## src/hdl/pps_pkg.sv

```systemverilog
package pps_pkg;

  localparam int COORD_W     = 32;
  localparam int LW_W        = 16;
  localparam int THR_W       = LW_W - 2;
  localparam int CFG_INDEX_W = 1;

  localparam logic [CFG_INDEX_W-1:0] CFG_MODE       = 1'b0;
  localparam logic [CFG_INDEX_W-1:0] CFG_LINE_WIDTH = 1'b1;

  localparam logic            MODE_COLLINEAR = 1'b0;
  localparam logic            MODE_MERGE     = 1'b1;
  localparam logic [LW_W-1:0] LW_RESET       = 16'd400;

  typedef enum logic [1:0] {
    KIND_ANCHOR = 2'd0,
    KIND_POINT  = 2'd1,
    KIND_FINAL  = 2'd2
  } kind_t;

  typedef struct packed {
    logic signed [COORD_W-1:0] x;
    logic signed [COORD_W-1:0] y;
    kind_t                     kind;
  } point_t;

  typedef struct packed {
    logic signed [COORD_W-1:0] x;
    logic signed [COORD_W-1:0] y;
    logic                      path_end;
  } out_item_t;

  typedef struct packed {
    logic            mode;
    logic [LW_W-1:0] bead_width;
  } cfg_t;

endpackage

```

## src/hdl/pps_if.sv

```systemverilog
interface pps_in_if;
  logic                               valid;
  logic                               ready;
  logic signed [pps_pkg::COORD_W-1:0] in_x;
  logic signed [pps_pkg::COORD_W-1:0] in_y;
  logic                               is_anchor;
  logic                               is_final;

  modport source (output valid, in_x, in_y, is_anchor, is_final, input ready);
  modport sink   (input valid, in_x, in_y, is_anchor, is_final, output ready);
endinterface


```

## src/hdl/pps_front.sv

```systemverilog
module pps_front #(
  parameter int DEPTH = 4
) (
  input  logic            clk,
  input  logic            rst_n,
  pps_in_if.sink          in_ch,
  output pps_pkg::point_t q_data,
  output logic            q_valid,
  input  logic            q_pop
);

  localparam int PTR_W = (DEPTH > 1) ? $clog2(DEPTH) : 1;
  localparam int CNT_W = $clog2(DEPTH + 1);

  pps_pkg::point_t  mem_r [DEPTH];
  logic [PTR_W-1:0] wr_ptr_r, wr_ptr_nxt;
  logic [PTR_W-1:0] rd_ptr_r, rd_ptr_nxt;
  logic [CNT_W-1:0] cnt_r, cnt_nxt;
  pps_pkg::point_t  entry;
  logic             push;

  always_comb begin
    entry.x = in_ch.in_x;
    entry.y = in_ch.in_y;
    priority if (in_ch.is_anchor) begin
      entry.kind = pps_pkg::KIND_ANCHOR;
    end else if (in_ch.is_final) begin
      entry.kind = pps_pkg::KIND_FINAL;
    end else begin
      entry.kind = pps_pkg::KIND_POINT;
    end
  end

  assign in_ch.ready = (cnt_r != CNT_W'(DEPTH));
  assign push        = in_ch.valid && in_ch.ready;
  assign q_valid     = (cnt_r != '0);
  assign q_data      = mem_r[rd_ptr_r];

  always_comb begin
    wr_ptr_nxt = wr_ptr_r;
    rd_ptr_nxt = rd_ptr_r;
    cnt_nxt    = cnt_r;
    if (push) begin
      wr_ptr_nxt = (wr_ptr_r == PTR_W'(DEPTH - 1)) ? '0 : wr_ptr_r + 1'b1;
    end
    if (q_pop) begin
      rd_ptr_nxt = (rd_ptr_r == PTR_W'(DEPTH - 1)) ? '0 : rd_ptr_r + 1'b1;
    end
    if (push && !q_pop) begin
      cnt_nxt = cnt_r + 1'b1;
    end else if (!push && q_pop) begin
      cnt_nxt = cnt_r - 1'b1;
    end
  end

  always_ff @(posedge clk) begin
    if (!rst_n) begin
      wr_ptr_r <= '0;
      rd_ptr_r <= '0;
      cnt_r    <= '0;
    end else begin
      wr_ptr_r <= wr_ptr_nxt;
      rd_ptr_r <= rd_ptr_nxt;
      cnt_r    <= cnt_nxt;
    end
  end

  always_ff @(posedge clk) begin
    if (push) begin
      mem_r[wr_ptr_r] <= entry;
    end
  end

endmodule

```

## src/flat_wrapper.sv

```systemverilog
// flat-port wrapper written by rule: the top's interface ports become plain ports
module pps_front_flat 
#(
  parameter int DEPTH = 4
)
  (clk, rst_n, q_data, q_valid, q_pop, in_ch_valid, in_ch_in_x, in_ch_in_y, in_ch_is_anchor, in_ch_is_final, in_ch_ready);
  pps_in_if in_ch_i ();
  input  logic clk;
  input  logic rst_n;
  output pps_pkg::point_t q_data;
  output logic q_valid;
  input  logic q_pop;
  input wire logic [$bits(in_ch_i.valid)-1:0] in_ch_valid;
  input wire logic [$bits(in_ch_i.in_x)-1:0] in_ch_in_x;
  input wire logic [$bits(in_ch_i.in_y)-1:0] in_ch_in_y;
  input wire logic [$bits(in_ch_i.is_anchor)-1:0] in_ch_is_anchor;
  input wire logic [$bits(in_ch_i.is_final)-1:0] in_ch_is_final;
  output wire logic [$bits(in_ch_i.ready)-1:0] in_ch_ready;
  assign in_ch_i.valid = in_ch_valid;
  assign in_ch_i.in_x = in_ch_in_x;
  assign in_ch_i.in_y = in_ch_in_y;
  assign in_ch_i.is_anchor = in_ch_is_anchor;
  assign in_ch_i.is_final = in_ch_is_final;
  assign in_ch_ready = in_ch_i.ready;
  pps_front #(.DEPTH(DEPTH)) u_core (.clk(clk), .rst_n(rst_n), .in_ch(in_ch_i), .q_data(q_data), .q_valid(q_valid), .q_pop(q_pop));
endmodule
```

## config.mk

```make
export PLATFORM = sky130hd
export DESIGN_NAME = pps_front_flat
export DESIGN_NICKNAME = d
export VERILOG_FILES = /design/src/hdl/pps_pkg.sv /design/src/hdl/pps_if.sv /design/src/hdl/pps_front.sv /design/src/flat_wrapper.sv
export SDC_FILE = /design/constraint.sdc
export NUM_CORES = 1
export LEC_CHECK = 0
export BUFFER_PORTS_ARGS = -buffer_cell sky130_fd_sc_hd__buf_2
export CAP_MARGIN = 15
export CORE_ASPECT_RATIO = 0.5
export CORE_MARGIN = 2
export CORE_UTILIZATION = 57
export DETAILED_ROUTE_END_ITERATION = 8
export GPL_TIMING_DRIVEN = 0
export PLACE_DENSITY_LB_ADDON = 0.2
export SLEW_MARGIN = 20
export SYNTH_ARGS = -nofsm -noshare
export SYNTH_HDL_FRONTEND = slang
export SYNTH_SLANG_ARGS = --single-unit
```

## constraint.sdc

```tcl
create_clock -name clk -period 2.92 [get_ports clk]
set_input_delay 0.292 -clock clk [delete_from_list [all_inputs] [get_ports clk]]
set_output_delay 0.292 -clock clk [all_outputs]
set_load 0.005 [all_outputs]
```

Yosys cells after proc, flatten, opt, wreduce, memory -nomap -nowiden
Memories as Yosys holds them, arrays and structs flattened. A register that Yosys moved wholly into a read port is not among the register bits.
Index checks and enable logic that the tools add are counted.
Widths: inputs -> output; s select.

storage, ports and cells
  register bits = 7
  RAM bits = 264
  bits of input ports = 70
  output and inout port bits = 68
  word-level logic and storage cells = 28
  memories kept = 1

cells by class
  $add $sub $neg = 4
  eq/ne operators = 3
  muxes and demuxes = 10
  reductions and logical operators = 7

memory list
  memory        words  bits a word  rd ports  clocked after Yosys merged registers in  write ports  RTL line         RTL
  u_core.mem_r  4      66           1         1                                        1            pps_front.sv:15  pps_pkg::point_t mem_r [DEPTH];

operators by type and width
  operator             count
  $mux 2               6
  $mux 3               2
  $add 2x1->2 const B  2
  $eq 2x2->1 const B   2
  $add 3x1->3 const B  1
  $logic_and 1x1->1    3
  $ne 3x3->1 const B   1
  $reduce_bool 3->1    1
  $sub 3x1->3 const B  1
  $logic_not 1->1      2
  $mux 1               2
  $reduce_bool 2->1    1

Longest topological paths before layout
Gate-level depths: netlist (run 1).

  depth in word-level cells = 6
  depth in mapped cells = 9
  gate-level depth less buffers = 8

Worst setup path after synthesis (run 1)
Ideal clock, no wire load.

  path kind = reg-to-reg
  start point = reg u_core.cnt_r[0]
  end point = reg u_core.cnt_r[2]
  library setup time = 0.076 ns
  data arrival time = 1.991 ns
  setup slack = 0.853 ns
  stages on the path, launching flop included = 10
  path buffers = 1
  path through = dfxtp_1 -> or3b_1 -> buf_6 -> and2_4 -> ha_1 -> inv_1 -> fa_1 -> xor2_1 -> or3_1 -> a21boi_0

on the way
  cells in the longest elaborated chain, start to end = 5

ends and longest elaborated chain
  element                             RTL line            RTL
  start: declaration                  pps_front.sv:18     logic [CNT_W-1:0] cnt_r, cnt_nxt;
  start signal: assignment            pps_front.sv:64     cnt_r <= cnt_nxt;
  $ne 3x3->1 (*)                      pps_front.sv:34     assign in_ch.ready = (cnt_r != CNT_W'(DEPTH));
  named net in_ch_ready               flat_wrapper.sv:18  output wire logic [$bits(in_ch_i.ready)-1:0] in_ch_ready;
  $logic_and 1x1->1 (*)               pps_front.sv:35     assign push = in_ch.valid && in_ch.ready;
  named net u_core.push               pps_front.sv:20     logic push;
  $logic_not 1->1                     pps_front.sv:51     end else if (!push && q_pop) begin
  $logic_and 1x1->1                   pps_front.sv:51
  $reduce_bool 2->1 (no source line)  --

The timed path passes the listed nets; every way through them passes the cells marked *. The select of a mux whose other input is x is not followed.
A chain may end at the register's enable or synchronous reset.

==> results of run 1 <==
-- cell type report --
cell class / count / area, um^2
buffer: 16 / 110.1
clock buffer: 31 / 658.1
clock inverter: 10 / 102.6
fill: 1084 / 4785
inverter: 4 / 15.01
multi-input combinational: 102 / 1792
sequential: 273 / 8108
tap: 234 / 292.8
timing repair buffer: 204 / 1409
-- worst reg2reg max path, cell delays in order, from the launching register on --
cell	delay [ps]
dfxtp_1	420
or3b_1	160
buf_6	120
and2_4	160
ha_1	180
inv_1	70
fa_1	420
xor2_1	190
or3_1	300
a21boi_0	150
-- placed cells by master, fill, tap and decap left out, types with 5 or more instances in the layout --
master and count:
buf_2 143, buf_6 5, clkbuf_1 8, clkbuf_16 25
dfxtp_1 9, dlygate4sd3_1 64, edfxtp_1 264, ha_1 6
mux4_2 66
-- power groups by stage --
| stage | Clock [uW] | Sequential, uW | Combinational, uW |
|---|---|---|---|
| after floorplan | 0 | 4850 | 610 |
| after global placement | 0 | 4870 | 1030 |
| after detailed placement | 0 | 4880 | 1090 |
| after CTS | 3140 | 4800 | 1160 |
| after global routing | 3290 | 4820 | 1250 |
| final | 3070 | 4790 | 1140 |
-- layer usage --
metal,global-route usage [%],up-vias,routed length [um]
met2,31.77,121,8875
met5,0,-,0
met4,3.491,0,240
met3,4.298,22,995
met1,28.66,2484,7863
li1,-,2148,-
-- kinds of logic (layout without fill, tap and decap cells) --
kind of cell             after synthesis  count (layout)  share of synthesized area [%]
AND/OR/NAND/NOR                       20              20                          1.225
buffers and inverters                 20             265                          1.250
flip-flops                           273             273                          81.00
multiplexers                          69              69                          15.15
adder cells (fa/ha/maj)                7               7                         0.9500
XOR/XNOR                               2               2                         0.1750
AO/OA/AOI/OAI                          4               4                         0.2500
-- metrics by stage --
step | util (%) | instances | instance area, um^2
after detailed placement | 64.18 | 769 | 11090
after global routing | 72.30 | 874 | 12490
after CTS | 72.18 | 872 | 12470
after floorplan | - | 395 | 10010
after global placement | 63.59 | 765 | 10980
final | 72.30 | 874 | 12490
-- repair_timing --
action | 4_1_cts | 5_1_grt
setup buffers | 0 | 0
setup endpoints to repair | 0 | 0
hold buffers | 62 | 2
hold endpoints to repair | 246 | 8
-- sequential cells by signal, indices dropped and copies added (netlist names), named ones only --
signal / flops
u_core.cnt_r: 3
u_core.mem_r: 264
u_core.wr_ptr_r: 2
u_core.rd_ptr_r: 2
-- worst paths after layout --
kind                      start                 end  cells past startpoint
max                        flop          q_data[20]                      4
min                 in_ch_valid  u_core.wr_ptr_r[0]                      3
max reg2reg     u_core.cnt_r[0]     u_core.cnt_r[2]                      9
min reg2reg  u_core.wr_ptr_r[1]  u_core.wr_ptr_r[1]                      2
==> flow_metrics.tcl, run 1 <==
set metrics [dict create \
    crit_type "reg2out" \
    fin_crit_ps 2306 \
    fin_ws_ps 614.3 \
    p_comb_share_pct 12.7 \
    yosys.cell_types.count 28 \
    switching_share_pct 21.89 \
    p_leak_uw 0.004285 \
    worstPathRequired_ps 2630 \
    place_hpwl_mm 10.83 \
    path_max_fanout 10 \
    yosysTopAreaCell "edfxtp_1" \
    die_h_um 97.71 \
    core-area_um2 17270 \
    path_cells "buf_4 > buf_6 > mux4_2 > buf_2" \
    synth_seq_cells 273 \
    placementRows 34 \
    synth_ff_type "edfxtp_1" \
    worst_pin_slew_ps 637.3 \
    powerDensity_nw_per_um2 721.0 \
    antenna_found_initial 1 \
    wirelength_mm 17.97 \
    intPower_uw 7032 \
    initial_core_util_pct 57.95 \
    drive_above_1_share_pct 40.31 \
    cts_sinks 273 \
    pre_cts_ws_ps 718.0 \
    nets 702 \
    wl_per_cell_um 20.57 \
    diodes 0 \
    hold_viol 0 \
    cp_num_buf_inv 3 \
    p_seq_share_pct 53.2 \
    arrival_ps 2010 \
    maxSlewViolCount 0 \
    cts_tree "done" \
    crit_path_start_kind "flop" \
    die_area_um2 18700 \
    synth.most_common_cell "edfxtp_1" \
    synthArstFlopShare_pct 0 \
    reg2reg_slack_ps 690 \
    slew_headroom_pct 57.51 \
    grt_max_degree 41 \
    first_iter_violations 312 \
    rsz0062_at_grt "false" \
    drc_errors 0 \
    finalSetupTns_ps 0 \
    grt_pass1_wl_mm 27.70 \
    cts_made_buffers 24 \
    drt-vias-per-instance 5.463 \
    clk_pin_slew_ps 70 \
    cp-end-kind "output port" \
    dieWidth_um 191.4 \
    port_buffers 136 \
    num_io_pins 138 \
    root_buffer "clkbuf_16" \
    grt_pass1_vias 5058 \
    synth-edff-count 264 \
    timing.fmax_ghz 0.4337 \
    syn-num-nets 472 \
    syn_inst 395 \
    overflow 0 \
    hold_ws_ps 101.9 \
    avgSynthCellArea_um2 25.34 \
    syn_area_um2 10010 \
    ir_drop_mv 0.5181 \
    place_congestion 0.6759 \
    yosysTopAreaCellShare_pct 79.20 \
    synthTopCellsByArea "edfxtp_1 (79%), mux4_2 (15%), dfxtp_1 (1.8%), ha_1 (0.75%), buf_6 (0.56%)" \
    area_growth_pct 24.75 \
    drt_pass1_iterations 4 \
    drv_cap 0 \
    fin_skew_ps 6.997 \
    post_cts_resized 0 \
    cts_buffer_depth 3 \
    postRouteAntennaNets 0 \
    yosysWarnings 0 \
    htreeDepth 1 \
    power_uw 9003 \
    clockPowerShare_pct 34.1 \
    slowest_delay_ps 540 \
    finalSetupViolCount 0 \
    routed-via-count 4775 \
    ys_top_cells_by_count "edfxtp_1 (264), mux4_2 (66), dfxtp_1 (9)" \
    slowest_stage "mux4_2" \
    grtUsageTotal_pct 19.67 \
    power_switching_uw 1971 \
    clk_latency_ps 510 \
    period_share_pct 78.96 \
    critical_path.top_delay_family "buffers and inverters" \
    hp-class "in2reg" \
    status "completed" \
    yosysSeqAreaShare_pct 81.00 \
]
No activity file was read; power rests on OpenSTA's default activity.
==> inputs of run 2 (changes only) <==
==> constraint.sdc (replaced) <==
create_clock -name clk -period 2.4 [get_ports clk]
set_input_delay 0.24 -clock clk [delete_from_list [all_inputs] [get_ports clk]]
set_output_delay 0.24 -clock clk [all_outputs]
set_load 0.005 [all_outputs]
==> flow_metrics.tcl, run 2 (synthesis gave the netlist of run 1 again) <==
set metrics [dict create \
    overflow 0 \
    intPower_uw 8555 \
    cts_buffer_depth 3 \
    area_growth_pct 24.75 \
    cts_made_buffers 24 \
    diodes 0 \
    antenna_found_initial 1 \
    finalInstanceArea_um2 12490 \
    grt_max_degree 41 \
    fin_ws_ps 150.9 \
    p_comb_share_pct 12.6 \
    drv_cap 0 \
    place_congestion 0.6759 \
    worst_pin_slew_ps 638.6 \
    p_leak_uw 0.004285 \
    core-area_um2 17270 \
    rsz0062_at_grt "false" \
    dieWidth_um 191.4 \
    ir_drop_mv 0.6300 \
    drt-vias-per-instance 5.453 \
    fillers 1082 \
    clockPowerShare_pct 34.1 \
    maxSlewViolCount 0 \
    switching_share_pct 21.81 \
    reg2reg_slack_ps 200 \
    top_register "u_core.mem_r" \
    root_buffer "clkbuf_16" \
    power_switching_uw 2386 \
    crit_path_start_kind "flop" \
    finalSetupViolCount 0 \
    hold_viol 0 \
    die_area_um2 18700 \
    timing.fmax_ghz 0.4446 \
    fin_skew_ps 7.741 \
    pre_cts_ws_ps 198.0 \
    hp-class "in2reg" \
    r2r-start "u_core.cnt_r[0]" \
    clk_latency_ps 510 \
    place_hpwl_mm 10.83 \
    setup.worst_path.end "q_data[20]" \
    first_iter_violations 311 \
    path_cells "buf_4 > buf_6 > mux4_2 > buf_2" \
    finalSetupTns_ps 0 \
    top_regs "u_core.mem_r (264), u_core.cnt_r (3)" \
    post_cts_resized 0 \
    final_common_cell "edfxtp_1" \
    r2r.worst_path.cells 9 \
    clk_pin_slew_ps 70 \
    grt_pass1_wl_mm 27.72 \
    initial_core_util_pct 57.95 \
    critical_path.top_delay_family "buffers and inverters" \
    layout_common_cells "edfxtp_1 (264), buf_2 (143), mux4_2 (66)" \
    cts_sinks 273 \
    powerDensity_nw_per_um2 876.2 \
    status "completed" \
    postCtsSetupBuffers 0 \
    hold_buffers 64 \
    grt_pass1_vias 5075 \
    drc_errors 0 \
    routed-via-count 4766 \
    drt_pass1_iterations 4 \
    die_h_um 97.71 \
    postRouteAntennaNets 0 \
    r2r-end "u_core.cnt_r[2]" \
    drive_above_1_share_pct 40.31 \
    period_share_pct 93.71 \
    nets 702 \
    placed_area_um2 11090 \
    num_io_pins 138 \
    htreeDepth 1 \
    path_max_fanout 10 \
    worstPathRequired_ps 2160 \
    cts_tree "done" \
    slowest_stage "mux4_2" \
    crit_type "reg2out" \
    arrival_ps 2010 \
    slowest_delay_ps 540 \
    fin_crit_ps 2249 \
    placementRows 34 \
    slew_headroom_pct 57.43 \
    port_buffers 136 \
    grtUsageTotal_pct 19.67 \
    p_seq_share_pct 53.3 \
    wl_per_cell_um 20.40 \
    utilization_pct 72.30 \
    wirelength_mm 17.83 \
    cp_num_buf_inv 3 \
    power_uw 10940 \
    largest_reg_flops 264 \
    cp-end-kind "output port" \
    cp.depth 4 \
]
-- run 2: final cells by class --
cell class | count | area, um^2 | share of cell area, %
Buffer | 16 | 110.1 | 0.8818
Clock inverter | 10 | 102.6 | 0.8216
Sequential cell | 273 | 8108 | 64.93
Multi-Input combinational cell | 102 | 1792 | 14.35
Tap cell | 234 | 292.8 | 2.345
Inverter | 4 | 15.01 | 0.1202
Timing Repair Buffer | 204 | 1409 | 11.28
Clock buffer | 31 | 658.1 | 5.271
-- run 2: worst min path at each step --
stage / cells past startpoint / from / endpoint
global route: 2 / in_ch_is_final / u_core.mem_r[2][0]
global placement: 1 / in_ch_in_y[18] / u_core.mem_r[3][20]
finish: 3 / in_ch_valid / u_core.wr_ptr_r[0]
CTS: 3 / in_ch_valid / u_core.wr_ptr_r[0]
floorplan: 0 / in_ch_in_y[8] / u_core.mem_r[0][10]
detailed placement: 1 / in_ch_in_x[19] / u_core.mem_r[0][53]
-- run 2: per-stage QoR --
stage	hold slack, ps	instances
6_report	49.23	874
5_1_grt	40.90	874
4_1_cts	31.25	874
3_5_place_dp	457.6	769
3_3_place_gp	452.6	765
2_1_floorplan	338.9	395
-- run 2: metal layers --
metal | share of wire (%) | vias up | wire [um] | track usage, %
met1 | 44 | 2480 | 7842 | 28.65
li1 | - | 2149 | - | -
met5 | 0 | - | 0 | 0
met3 | 5.7 | 22 | 1016 | 4.334
met2 | 49 | 115 | 8728 | 31.74
met4 | 1.3 | 0 | 240 | 3.491
-- run 2: worst min-delay path: stages --
cell and delay (ps):
buf_2 140, nand4_1 70, o21ai_1 60
-- run 2: power groups by stage --
| stage | clock network (uW) | logic, uW | registers [uW] |
|---|---|---|---|
| after floorplan | 0 | 742 | 5900 |
| after global placement | 0 | 1260 | 5930 |
| after detailed placement | 0 | 1330 | 5940 |
| after CTS | 3820 | 1420 | 5830 |
| after global routing | 4010 | 1520 | 5860 |
| final | 3730 | 1380 | 5830 |
